## config.mk

```make
export PLATFORM = sky130hd
export DESIGN_NAME = cbc_queue
export DESIGN_NICKNAME = d
export VERILOG_FILES = /design/src/cbc_pkg.sv /design/src/cbc_queue.sv
export SDC_FILE = /design/constraint.sdc
export NUM_CORES = 1
export LEC_CHECK = 0
export BUFFER_PORTS_ARGS = -buffer_cell sky130_fd_sc_hd__buf_4
export CAP_MARGIN = 20
export CORE_ASPECT_RATIO = 0.75
export CORE_MARGIN = 8
export CORE_UTILIZATION = 50
export DETAILED_ROUTE_END_ITERATION = 10
export GPL_TIMING_DRIVEN = 0
export PLACE_DENSITY = 0.76
export SYNTH_ARGS = -nofsm -noshare
export SYNTH_HDL_FRONTEND = slang
export SYNTH_SLANG_ARGS = --single-unit
```

## constraint.sdc

```tcl
create_clock -name clk -period 5 [get_ports clk]
set_clock_uncertainty 0.15 [all_clocks]
set_input_delay 0.75 -clock clk [delete_from_list [all_inputs] [get_ports clk]]
set_output_delay 0.75 -clock clk [all_outputs]
set_load 0.01 [all_outputs]
```

## src/cbc_pkg.sv

```systemverilog
`timescale 1ns / 1ps
`default_nettype none
package cbc_pkg;

    localparam int CONTEXT_COUNT = 365;
    localparam int CTX_W         = $clog2(CONTEXT_COUNT);

    localparam int QUEUE_DEPTH = 2;
    localparam int QPTR_W      = $clog2(QUEUE_DEPTH);
    localparam int QFILL_W     = $clog2(QUEUE_DEPTH + 1);

    localparam logic signed [18:0] THR_SMALL = 19'sd3;
    localparam logic signed [18:0] THR_MID   = 19'sd7;
    localparam logic signed [18:0] THR_LARGE = 19'sd21;

    localparam logic signed [9:0] WEIGHT_SECOND = 10'sd9;
    localparam logic signed [9:0] WEIGHT_THIRD  = 10'sd81;

    localparam int INIT_ROUND = 32;
    localparam int INIT_SHIFT = 6;
    localparam int INIT_W     = 18 - INIT_SHIFT;
    localparam int INIT_MIN   = 2;

    localparam logic [15:0] COUNT_MAX       = 16'hFFFF;
    localparam logic [16:0] RESET_RANGE     = 17'd256;
    localparam logic [15:0] RESET_THRESHOLD = 16'd64;

    localparam logic [1:0] OP_QUERY  = 2'd0;
    localparam logic [1:0] OP_UPDATE = 2'd1;
    localparam logic [1:0] OP_REINIT = 2'd2;

    localparam logic REG_SAMPLE_RANGE      = 1'b0;
    localparam logic REG_HALVING_THRESHOLD = 1'b1;

    typedef struct packed {
        logic [1:0]         operation;
        logic [CTX_W-1:0]   ctx_index;
        logic               ctx_negative;
        logic               ctx_zero;
        logic signed [18:0] error_adj;
    } cbc_item_t;

    typedef struct packed {
        logic [16:0] sample_range;
        logic [15:0] halving_threshold;
    } cbc_cfg_t;

    typedef struct packed {
        logic boot_clear;
    } cbc_status_t;

    function automatic logic signed [3:0] quantize(input logic signed [18:0] g);
        logic signed [3:0] q;
        if (g <= -THR_LARGE)      q = -4'sd4;
        else if (g <= -THR_MID)   q = -4'sd3;
        else if (g <= -THR_SMALL) q = -4'sd2;
        else if (g < 19'sd0)      q = -4'sd1;
        else if (g == 19'sd0)     q = 4'sd0;
        else if (g < THR_SMALL)   q = 4'sd1;
        else if (g < THR_MID)     q = 4'sd2;
        else if (g < THR_LARGE)   q = 4'sd3;
        else                      q = 4'sd4;
        return q;
    endfunction

    function automatic logic [INIT_W-1:0] init_error(input logic [16:0] range);
        logic [17:0]        s;
        logic [INIT_W-1:0]  v;
        s = {1'b0, range} + 18'(INIT_ROUND);
        v = s[17:INIT_SHIFT];
        if (v < INIT_W'(INIT_MIN))
            v = INIT_W'(INIT_MIN);
        return v;
    endfunction

endpackage
`default_nettype wire

```

## src/cbc_queue.sv

```systemverilog
`timescale 1ns / 1ps
`default_nettype none
module cbc_queue
    import cbc_pkg::*;
(
    input  wire logic      clk,
    input  wire logic      rst_n,
    input  wire logic      push,
    input  wire cbc_item_t push_item,
    input  wire logic      pop,
    output cbc_item_t      head,
    output logic           full,
    output logic           empty
);

    cbc_item_t             entry_reg [QUEUE_DEPTH];
    logic [QPTR_W-1:0]     wr_ptr_reg;
    logic [QPTR_W-1:0]     rd_ptr_reg;
    logic [QFILL_W-1:0]    fill_reg;

    assign full  = (fill_reg == QFILL_W'(QUEUE_DEPTH));
    assign empty = (fill_reg == '0);
    assign head  = entry_reg[rd_ptr_reg];

    always_ff @(posedge clk)
    begin
        if (push)
            entry_reg[wr_ptr_reg] <= push_item;
    end

    always_ff @(posedge clk or negedge rst_n)
    begin
        if (!rst_n)
        begin
            wr_ptr_reg <= '0;
            rd_ptr_reg <= '0;
            fill_reg   <= '0;
        end
        else
        begin
            if (push)
                wr_ptr_reg <= wr_ptr_reg + 1'b1;
            if (pop)
                rd_ptr_reg <= rd_ptr_reg + 1'b1;
            if (push && !pop)
                fill_reg <= fill_reg + 1'b1;
            else if (pop && !push)
                fill_reg <= fill_reg - 1'b1;
        end
    end

    assert property (@(posedge clk) disable iff (!rst_n) full |-> !push)
        else $error("queue push while full");
    assert property (@(posedge clk) disable iff (!rst_n) empty |-> !pop)
        else $error("queue pop while empty");
    assert property (@(posedge clk) disable iff (!rst_n)
                     (push && !pop) |=> (fill_reg == $past(fill_reg) + 1'b1))
        else $error("queue fill count lost a push");

endmodule
`default_nettype wire

```

==> results.py <==
metrics = {
    "logic_synthesis": {
        "synth_cell_types": 13,
        "synth_top_area_frac": 0.7256,
        "yosys_warnings": 0,
        "ys_seq_elements": 68,
        "syn_avg_cell_area_um2": 22.83,
        "ys_top_cells_by_area": "edfxtp_1 (73%), mux2_4 (16%), dfrtp_1 (3.8%)",
        "synth_cells": 116,
        "syn_nets": 153,
        "netlist.top_cell.by_area": "edfxtp_1",
        "netlist_area_mm2": 0.002649,
        "seq_area_frac_synth": 0.7633,
    },
    "final_layout": {
        "areaGrowthSynthToFinish_pct": 31.55,
        "largest_register_ff_count": 64,
        "layout_common_cells": "buf_4 (69), edfxtp_1 (64), mux2_4 (29)",
        "final_common_cell": "buf_4",
        "drive_gt1_frac": 0.5941,
        "diodes": 0,
        "nets": 234,
        "nFillCells": 388,
        "final_cell_area_mm2": 0.003485,
    },
    "worst_setup_path": {
        "crit_arrival_ns": 1.44,
        "start_kind": "flop",
        "crit_required_ns": 4.10,
        "slowest_stage": "dfrtp_1",
        "reg2regPathDepth": 1,
        "crit_fanout": 10,
        "path_cells": "buf_6, buf_12, mux2_4, buf_4",
        "end_kind": "output port",
        "timing.rr.start": "wr_ptr_reg",
        "slowest_delay_ns": 0.37,
        "r2r_end": "entry_reg[0][31]",
        "worstSetupStartpoint": "rd_ptr_reg",
        "reg2reg_setup_slack_ns": 3.24,
        "worstSetupPathType": "reg2out",
    },
    "floorplan": {
        "dieArea_mm2": 0.007907,
        "ioPinCount": 70,
        "coreArea_mm2": 0.005238,
        "dieWidth_um": 100.0,
        "start_util": 0.5057,
        "std_cell_rows": 23,
        "die_y_um": 79.04,
    },
    "global_route": {
        "grt_pass1_vias": 1491,
        "grt_max_degree": 33,
        "grt_antenna_before_repair": 0,
        "grt_pass1_wl_mm": 7.693,
        "grt.total_usage": 0.1329,
        "grt_overflow": 0,
    },
    "clock_tree": {
        "postCtsSetupBuffers": 0,
        "numCtsBuffers": 9,
        "cts_sinks": 68,
        "cts-root-buf": "clkbuf_8",
        "clkLatencyLatePin_ns": 0.33,
        "cts_max_level": 3,
        "cts_tree": "built",
        "hold_buffers": 0,
        "cts_resized": 0,
        "path_clk_slew_ns": 0.06,
        "ctsLongestPathBuffers": 2,
    },
    "place": {
        "portBuffers": 69,
        "placed_cell_area_mm2": 0.003296,
        "dp_hpwl_mm": 3.508,
        "pre_cts_ws_ns": 2.787,
        "gp_congestion": 0.7101,
    },
    "detailed_routing": {
        "drt_iter0_drc": 34,
        "wl_mm": 4.827,
        "drtAntennaViolNets": 0,
        "drc_errors": 0,
        "wl_per_cell_um": 17.43,
        "drt-pass1-iter-count": 3,
        "viasPerCell": 4.610,
        "num_vias": 1277,
    },
    "sta": {
        "slew_headroom": 0.3528,
        "finalSetupViolCount": 0,
        "finalHoldViolations": 0,
        "final.setup.tns_ns": 0,
        "setup_ws_ns": 2.658,
        "fmax_mhz": 426.9,
        "slew_violations": 0,
        "tightest_slew_ns": 0.9687,
        "finalCritPeriodShare": 0.4684,
        "rsz0062_at_grt": "no",
        "finalCriticalPeriod_ns": 2.342,
    },
    "pwr": {
        "p_per_area_mw_per_mm2": 560.1,
        "p_leak_nw": 1.423,
        "p_total_mw": 1.952,
        "ir_worst_vdd_mv": 0.4199,
    },
    "hold_path": {
        "hold_path_class": "in2async",
    },
    "job": {
        "max-cap-violations": 0,
    },
    "outcome": {
        "status": "complete, no violations",
    },
}
==> synthesized netlist by cell type <==
master,number
ha_1,1
mux2_2,3
nor2b_1,2
nor2_1,2
inv_1,1
buf_6,1
and2_1,1
edfxtp_1,64
buf_12,3
dfrtp_1,4
xor2_1,4
mux2_4,29
xnor2_1,1
==> layer usage <==
layer | GRT usage | routed length [um]
met5 | 0 | 0
met4 | 0.05564 | 89
met3 | 0.08384 | 517
met2 | 0.2133 | 2289
met1 | 0.1370 | 1931
==> how the worst max path moves through the flow <==
stage	endpoint	slack, ns
after global routing	head[6]	2.60
after detailed placement	entry_reg[0][17]	2.79
final	head[4]	2.66
after floorplan	entry_reg[0][0]	2.23
after CTS	head[1]	2.64
after global placement	entry_reg[0][19]	1.49
==> logic make-up after synthesis <==
| kind of cell | Yosys count | synth area share |
|---|---|---|
| flip-flops | 68 | 0.7633 |
| multiplexers | 32 | 0.1771 |
| XOR/XNOR | 5 | 0.01653 |
| buffers and inverters | 5 | 0.02834 |
| AND/OR/NAND/NOR | 5 | 0.009922 |
| adder cells (fa/ha/maj) | 1 | 0.004723 |
==> worst max-delay path, delay by kind of cell (launching register included) <==
kind	cells	cell delay [ns]
buffers and inverters	3	0.45
DFF	1	0.37
muxes	1	0.29
==> report_power, final <==
part	switching [mW]	leakage [nW]	internal (mW)	total, mW
registers	0.0422	0.647	0.760	0.803
clock network	0.183	0.0974	0.243	0.425
logic	0.309	0.678	0.415	0.724
total	0.533	1.42	1.42	1.95
==> final cells by class <==
| type | count | area, um^2 | area share |
|---|---|---|---|
| Buffer | 4 | 71.32 | 0.02047 |
| Timing Repair Buffer | 70 | 545.5 | 0.1566 |
| Clock inverter | 3 | 40.04 | 0.01149 |
| Multi-Input combinational cell | 43 | 559.3 | 0.1605 |
| Tap cell | 75 | 93.84 | 0.02693 |
| Sequential cell | 68 | 2022 | 0.5803 |
| Clock buffer | 13 | 148.9 | 0.04273 |
| Inverter | 1 | 3.754 | 0.001077 |
==> through the flow <==
step                      cells  hold slack [ns]    util
after global placement      260           0.3197  0.6226
after floorplan             116           0.3044       -
after CTS                   277          0.03265  0.6653
after global routing        277          0.03026  0.6653
final                       277          0.04924  0.6653
after detailed placement    261           0.3895  0.6292
Note: power is estimated with default switching activity, not from simulation.
