===== src/cbc_pkg.sv =====
`timescale 1ns / 1ps
`default_nettype none
package cbc_pkg;

    localparam int CONTEXT_COUNT = 365;
    localparam int CTX_W         = $clog2(CONTEXT_COUNT);

    localparam int QUEUE_DEPTH = 2;
    localparam int QPTR_W      = $clog2(QUEUE_DEPTH);
    localparam int QFILL_W     = $clog2(QUEUE_DEPTH + 1);

    localparam logic signed [18:0] THR_SMALL = 19'sd3;
    localparam logic signed [18:0] THR_MID   = 19'sd7;
    localparam logic signed [18:0] THR_LARGE = 19'sd21;

    localparam logic signed [9:0] WEIGHT_SECOND = 10'sd9;
    localparam logic signed [9:0] WEIGHT_THIRD  = 10'sd81;

    localparam int INIT_ROUND = 32;
    localparam int INIT_SHIFT = 6;
    localparam int INIT_W     = 18 - INIT_SHIFT;
    localparam int INIT_MIN   = 2;

    localparam logic [15:0] COUNT_MAX       = 16'hFFFF;
    localparam logic [16:0] RESET_RANGE     = 17'd256;
    localparam logic [15:0] RESET_THRESHOLD = 16'd64;

    localparam logic [1:0] OP_QUERY  = 2'd0;
    localparam logic [1:0] OP_UPDATE = 2'd1;
    localparam logic [1:0] OP_REINIT = 2'd2;

    localparam logic REG_SAMPLE_RANGE      = 1'b0;
    localparam logic REG_HALVING_THRESHOLD = 1'b1;

    typedef struct packed {
        logic [1:0]         operation;
        logic [CTX_W-1:0]   ctx_index;
        logic               ctx_negative;
        logic               ctx_zero;
        logic signed [18:0] error_adj;
    } cbc_item_t;

    typedef struct packed {
        logic [16:0] sample_range;
        logic [15:0] halving_threshold;
    } cbc_cfg_t;

    typedef struct packed {
        logic boot_clear;
    } cbc_status_t;

    function automatic logic signed [3:0] quantize(input logic signed [18:0] g);
        logic signed [3:0] q;
        if (g <= -THR_LARGE)      q = -4'sd4;
        else if (g <= -THR_MID)   q = -4'sd3;
        else if (g <= -THR_SMALL) q = -4'sd2;
        else if (g < 19'sd0)      q = -4'sd1;
        else if (g == 19'sd0)     q = 4'sd0;
        else if (g < THR_SMALL)   q = 4'sd1;
        else if (g < THR_MID)     q = 4'sd2;
        else if (g < THR_LARGE)   q = 4'sd3;
        else                      q = 4'sd4;
        return q;
    endfunction

    function automatic logic [INIT_W-1:0] init_error(input logic [16:0] range);
        logic [17:0]        s;
        logic [INIT_W-1:0]  v;
        s = {1'b0, range} + 18'(INIT_ROUND);
        v = s[17:INIT_SHIFT];
        if (v < INIT_W'(INIT_MIN))
            v = INIT_W'(INIT_MIN);
        return v;
    endfunction

endpackage
`default_nettype wire


===== src/cbc_if.sv =====
`timescale 1ns / 1ps
`default_nettype none
interface cbc_in_if;
    logic               valid;
    logic               ready;
    logic [1:0]         operation;
    logic signed [17:0] gradient_first;
    logic signed [17:0] gradient_second;
    logic signed [17:0] gradient_third;
    logic signed [17:0] prediction_error;

    modport source (output valid, operation, gradient_first, gradient_second,
                    gradient_third, prediction_error, input ready);
    modport sink (input valid, operation, gradient_first, gradient_second,
                  gradient_third, prediction_error, output ready);
endinterface

`default_nettype wire


===== src/cbc_front.sv =====
`timescale 1ns / 1ps
`default_nettype none
module cbc_front
    import cbc_pkg::*;
(
    cbc_in_if.sink    request,
    input  wire logic q_full,
    input  wire cbc_status_t status,
    output logic      push,
    output cbc_item_t push_item
);

    logic signed [18:0] g1_neg;
    logic signed [18:0] g2_neg;
    logic signed [18:0] g3_neg;
    logic signed [3:0]  q0;
    logic signed [3:0]  q1;
    logic signed [3:0]  q2;
    logic signed [9:0]  cx;
    logic signed [9:0]  cx_mag;
    logic signed [18:0] err_ext;

    // Negate gradients before quantizing
    assign g1_neg = -{request.gradient_first[17], request.gradient_first};
    assign g2_neg = -{request.gradient_second[17], request.gradient_second};
    assign g3_neg = -{request.gradient_third[17], request.gradient_third};

    assign q0 = quantize(g1_neg);
    assign q1 = quantize(g2_neg);
    assign q2 = quantize(g3_neg);

    assign cx = {{6{q0[3]}}, q0}
              + {{6{q1[3]}}, q1} * WEIGHT_SECOND
              + {{6{q2[3]}}, q2} * WEIGHT_THIRD;

    assign cx_mag  = cx[9] ? -cx : cx;
    assign err_ext = {request.prediction_error[17], request.prediction_error};

    always_comb
    begin
        push_item.operation    = request.operation;
        push_item.ctx_index    = cx_mag[CTX_W-1:0];
        push_item.ctx_negative = cx[9];
        push_item.ctx_zero     = (cx == 10'sd0);
        // fold the error sign along with the context sign
        push_item.error_adj    = cx[9] ? -err_ext : err_ext;
    end

    assign request.ready = !q_full && !status.boot_clear;
    assign push          = request.valid && request.ready;

endmodule
`default_nettype wire


===== src/flat_wrapper.sv =====
// flat-port wrapper written by rule: the top's interface ports become plain ports
module cbc_front_flat import cbc_pkg::*;
  (q_full, status, push, push_item, request_valid, request_operation, request_gradient_first, request_gradient_second, request_gradient_third, request_prediction_error, request_ready);
  cbc_in_if request_i ();
  input  wire logic q_full;
  input  wire cbc_status_t status;
  output logic push;
  output cbc_item_t push_item;
  input wire logic [$bits(request_i.valid)-1:0] request_valid;
  input wire logic [$bits(request_i.operation)-1:0] request_operation;
  input wire logic [$bits(request_i.gradient_first)-1:0] request_gradient_first;
  input wire logic [$bits(request_i.gradient_second)-1:0] request_gradient_second;
  input wire logic [$bits(request_i.gradient_third)-1:0] request_gradient_third;
  input wire logic [$bits(request_i.prediction_error)-1:0] request_prediction_error;
  output wire logic [$bits(request_i.ready)-1:0] request_ready;
  assign request_i.valid = request_valid;
  assign request_i.operation = request_operation;
  assign request_i.gradient_first = request_gradient_first;
  assign request_i.gradient_second = request_gradient_second;
  assign request_i.gradient_third = request_gradient_third;
  assign request_i.prediction_error = request_prediction_error;
  assign request_ready = request_i.ready;
  cbc_front u_core (.request(request_i), .q_full(q_full), .status(status), .push(push), .push_item(push_item));
endmodule

===== config.mk =====
export PLATFORM = sky130hd
export DESIGN_NAME = cbc_front_flat
export DESIGN_NICKNAME = d
export VERILOG_FILES = /design/src/cbc_pkg.sv /design/src/cbc_if.sv /design/src/cbc_front.sv /design/src/flat_wrapper.sv
export SDC_FILE = /design/constraint.sdc
export NUM_CORES = 1
export LEC_CHECK = 0
export BUFFER_PORTS_ARGS = -buffer_cell sky130_fd_sc_hd__buf_2
export CAP_MARGIN = 20
export CORE_ASPECT_RATIO = 0.5
export CORE_MARGIN = 2
export CORE_UTILIZATION = 40
export DETAILED_ROUTE_END_ITERATION = 7
export PLACE_DENSITY = 0.65
export SYNTH_ARGS = -nofsm -noshare
export SYNTH_HDL_FRONTEND = slang
export SYNTH_SLANG_ARGS = --single-unit

===== constraint.sdc =====
create_clock -name vclk -period 8.6
set_input_delay 0.43 -clock vclk [all_inputs]
set_output_delay 0.43 -clock vclk [all_outputs]
set_load 0.1 [all_outputs]

==> flow_summary.ini <==
[run_status]
outcome = complete, no violations

[timing]
timing.fmax_mhz = 122
hold_viol_final = 0
tightest_slew_ns = 0.739
drv_slew = 0
rsz0062_at_grt = no
setup_viol = 0
period_minus_slack_ns = 8.21
slew-limit-headroom_pct = 50.4
fin_crit_sh_pct = 95.4
setup_tns_ns = 0

[die]
num_io_pins = 111
die_h_um = 71.0
initial_utilization_pct = 41.2
core_um2 = 8710
fp.dieW_um = 138
dieArea_um2 = 9790
num_rows = 24

[layout]
drive_gt1_share_pct = 25.3
ff_latch_area_um2 = 0
diodes = 0
nClkBuffers = 0
area_growth_syn_to_layout_pct = 35.7
nets = 747
seq_cells = 0
nFillCells = 842

[grt]
globalRouteOverflowTotal = 0
grt_pass1_wl_um = 15700
grt_max_degree = 19
grt_pass1_vias = 3509
grtUsageTotal_pct = 18.8
antenna_found_initial = 0

[drt]
totalWireLength_um = 9490
first_pass_iters = 5
drtIter0Drc = 210
routedWlPerCell_um = 13.0
drc = 0
vias = 3990
ant_nets = 0
routed_via_density = 5.47

[flow_run]
maxCapViolCount = 0

[synth]
synth_fp_nets = 647
syn-instance-count = 515
syn_avg_cell_area_um2 = 6.97
yosysWarnings = 0
yosysUniqueCellTypes = 68
ys_seq_area_share_pct = 0
syn_area_um2 = 3590
synth_top_area_share_pct = 14.3
synth_top_cell_by_area = ha_1
netlist_top_cells_count = nor2_1 (49), ha_1 (41), inv_1 (39), nand2_1 (37), xnor2_1 (34)
yosysMostFrequentCell = nor2_1
synthTopCellsByArea = ha_1 (14%), xnor2_1 (8.3%), fa_1 (7.8%)

[critical_path]
path_class = input port to output port
required_ns = 8.17
critPathMaxFanout = 18
crit_path_top_delay_cell = a2111oi_4
arrival_ns = 7.78
max_stage_delay_ns = 0.48
crit_path_end = push_item[12]
crit_start = request_gradient_second[8]
endpoint_kind = output port
critPathLaunchType = input port

[place]
routabilityCongestion = 0.872
dp_hpwl_um = 8190
io_buffers = 107

[clock_tree]
hold_buffers = 0

[worst_hold_path]
hold_class = input port to output port
## area by class of cell
cell class | count | area [um2] | share of cell area [%]
Tap cell | 117 | 146 | 3.01
Timing Repair Buffer | 115 | 1010 | 20.8
Inverter | 40 | 154 | 3.16
Multi-Input combinational cell | 458 | 3560 | 73.0
## how the worst min path moves through the flow
stage | slack (ns) | start | cells past startpoint | to
6_report | 0.86 | request_operation[0] | 0 | push_item[30]
5_1_grt | 0.86 | request_operation[0] | 0 | push_item[30]
4_1_cts | 0.86 | request_operation[0] | 0 | push_item[30]
3_5_place_dp | 0.86 | request_operation[0] | 0 | push_item[30]
3_3_place_gp | 0.86 | request_operation[0] | 0 | push_item[30]
2_1_floorplan | 1.07 | request_prediction_error[0] | 1 | push_item[0]
## layer usage
metal  share of wire, %  wire, um  vias to the layer above  track usage (%)
li1                   -         -                     2073                -
met1                 54      5080                     1824             29.1
met2                 42      4030                       88             30.6
met3                3.5       334                        5            0.215
met4               0.51        48                        0            0.907
met5                  0         0                        -                0
## cells in the final DEF (no fill, tap or decap), drive strengths merged, types with 8 or more instances in the layout
| master | instances |
|---|---|
| nor3 | 30 |
| o21ai | 34 |
| nand3 | 11 |
| buf | 115 |
| ha | 41 |
| nor2b | 8 |
| or3 | 15 |
| inv | 39 |
| a21oi | 29 |
| or4 | 9 |
| fa | 14 |
| xnor2 | 34 |
| nor2 | 49 |
| xor2 | 20 |
| nand2 | 37 |
| nor4 | 17 |
## what timing repair did
action                     in CTS  in global routing
setup endpoints to repair       0                 17
resized for setup               0                  1
buffers inserted                0                  1
## critical path, delay by kind of cell
kind	cells	cell delay, ns
adders and majority gates	8	2.95
and+or+nand+nor	7	1.92
AOI/OAI and AO/OA	5	0.96
buffers and inverters	7	0.86
xor gates and xnor gates	3	0.62
## metrics by stage
stage / hold WS [ns] / instance area [um2] / instances / utilization (%) / setup WS (ns)
floorplan: 1.07 / 3780 / 515 / - / 0.0137
global placement: 0.861 / 4850 / 729 / 55.6 / 0.293
detailed placement: 0.861 / 4850 / 729 / 55.6 / 0.0760
CTS: 0.861 / 4850 / 729 / 55.6 / 0.0710
global route: 0.860 / 4870 / 730 / 55.9 / 0.0594
finish: 0.860 / 4870 / 730 / 55.9 / 0.393
## cells by family (layout without fill, tap and decap cells)
kind of cell | after synthesis | count (layout) | synth area share (%)
and+or+nand+nor | 225 | 225 | 34.7
muxes | 7 | 7 | 2.06
AOI/OAI and AO/OA | 117 | 117 | 21.7
buffers and inverters | 57 | 155 | 6.27
xor gates and xnor gates | 54 | 54 | 13.2
adders and majority gates | 55 | 55 | 22.1
Power is left out: the tool's default activity adds up to more than one toggle a clock period on the data nets, which glitch-free logic cannot reach.
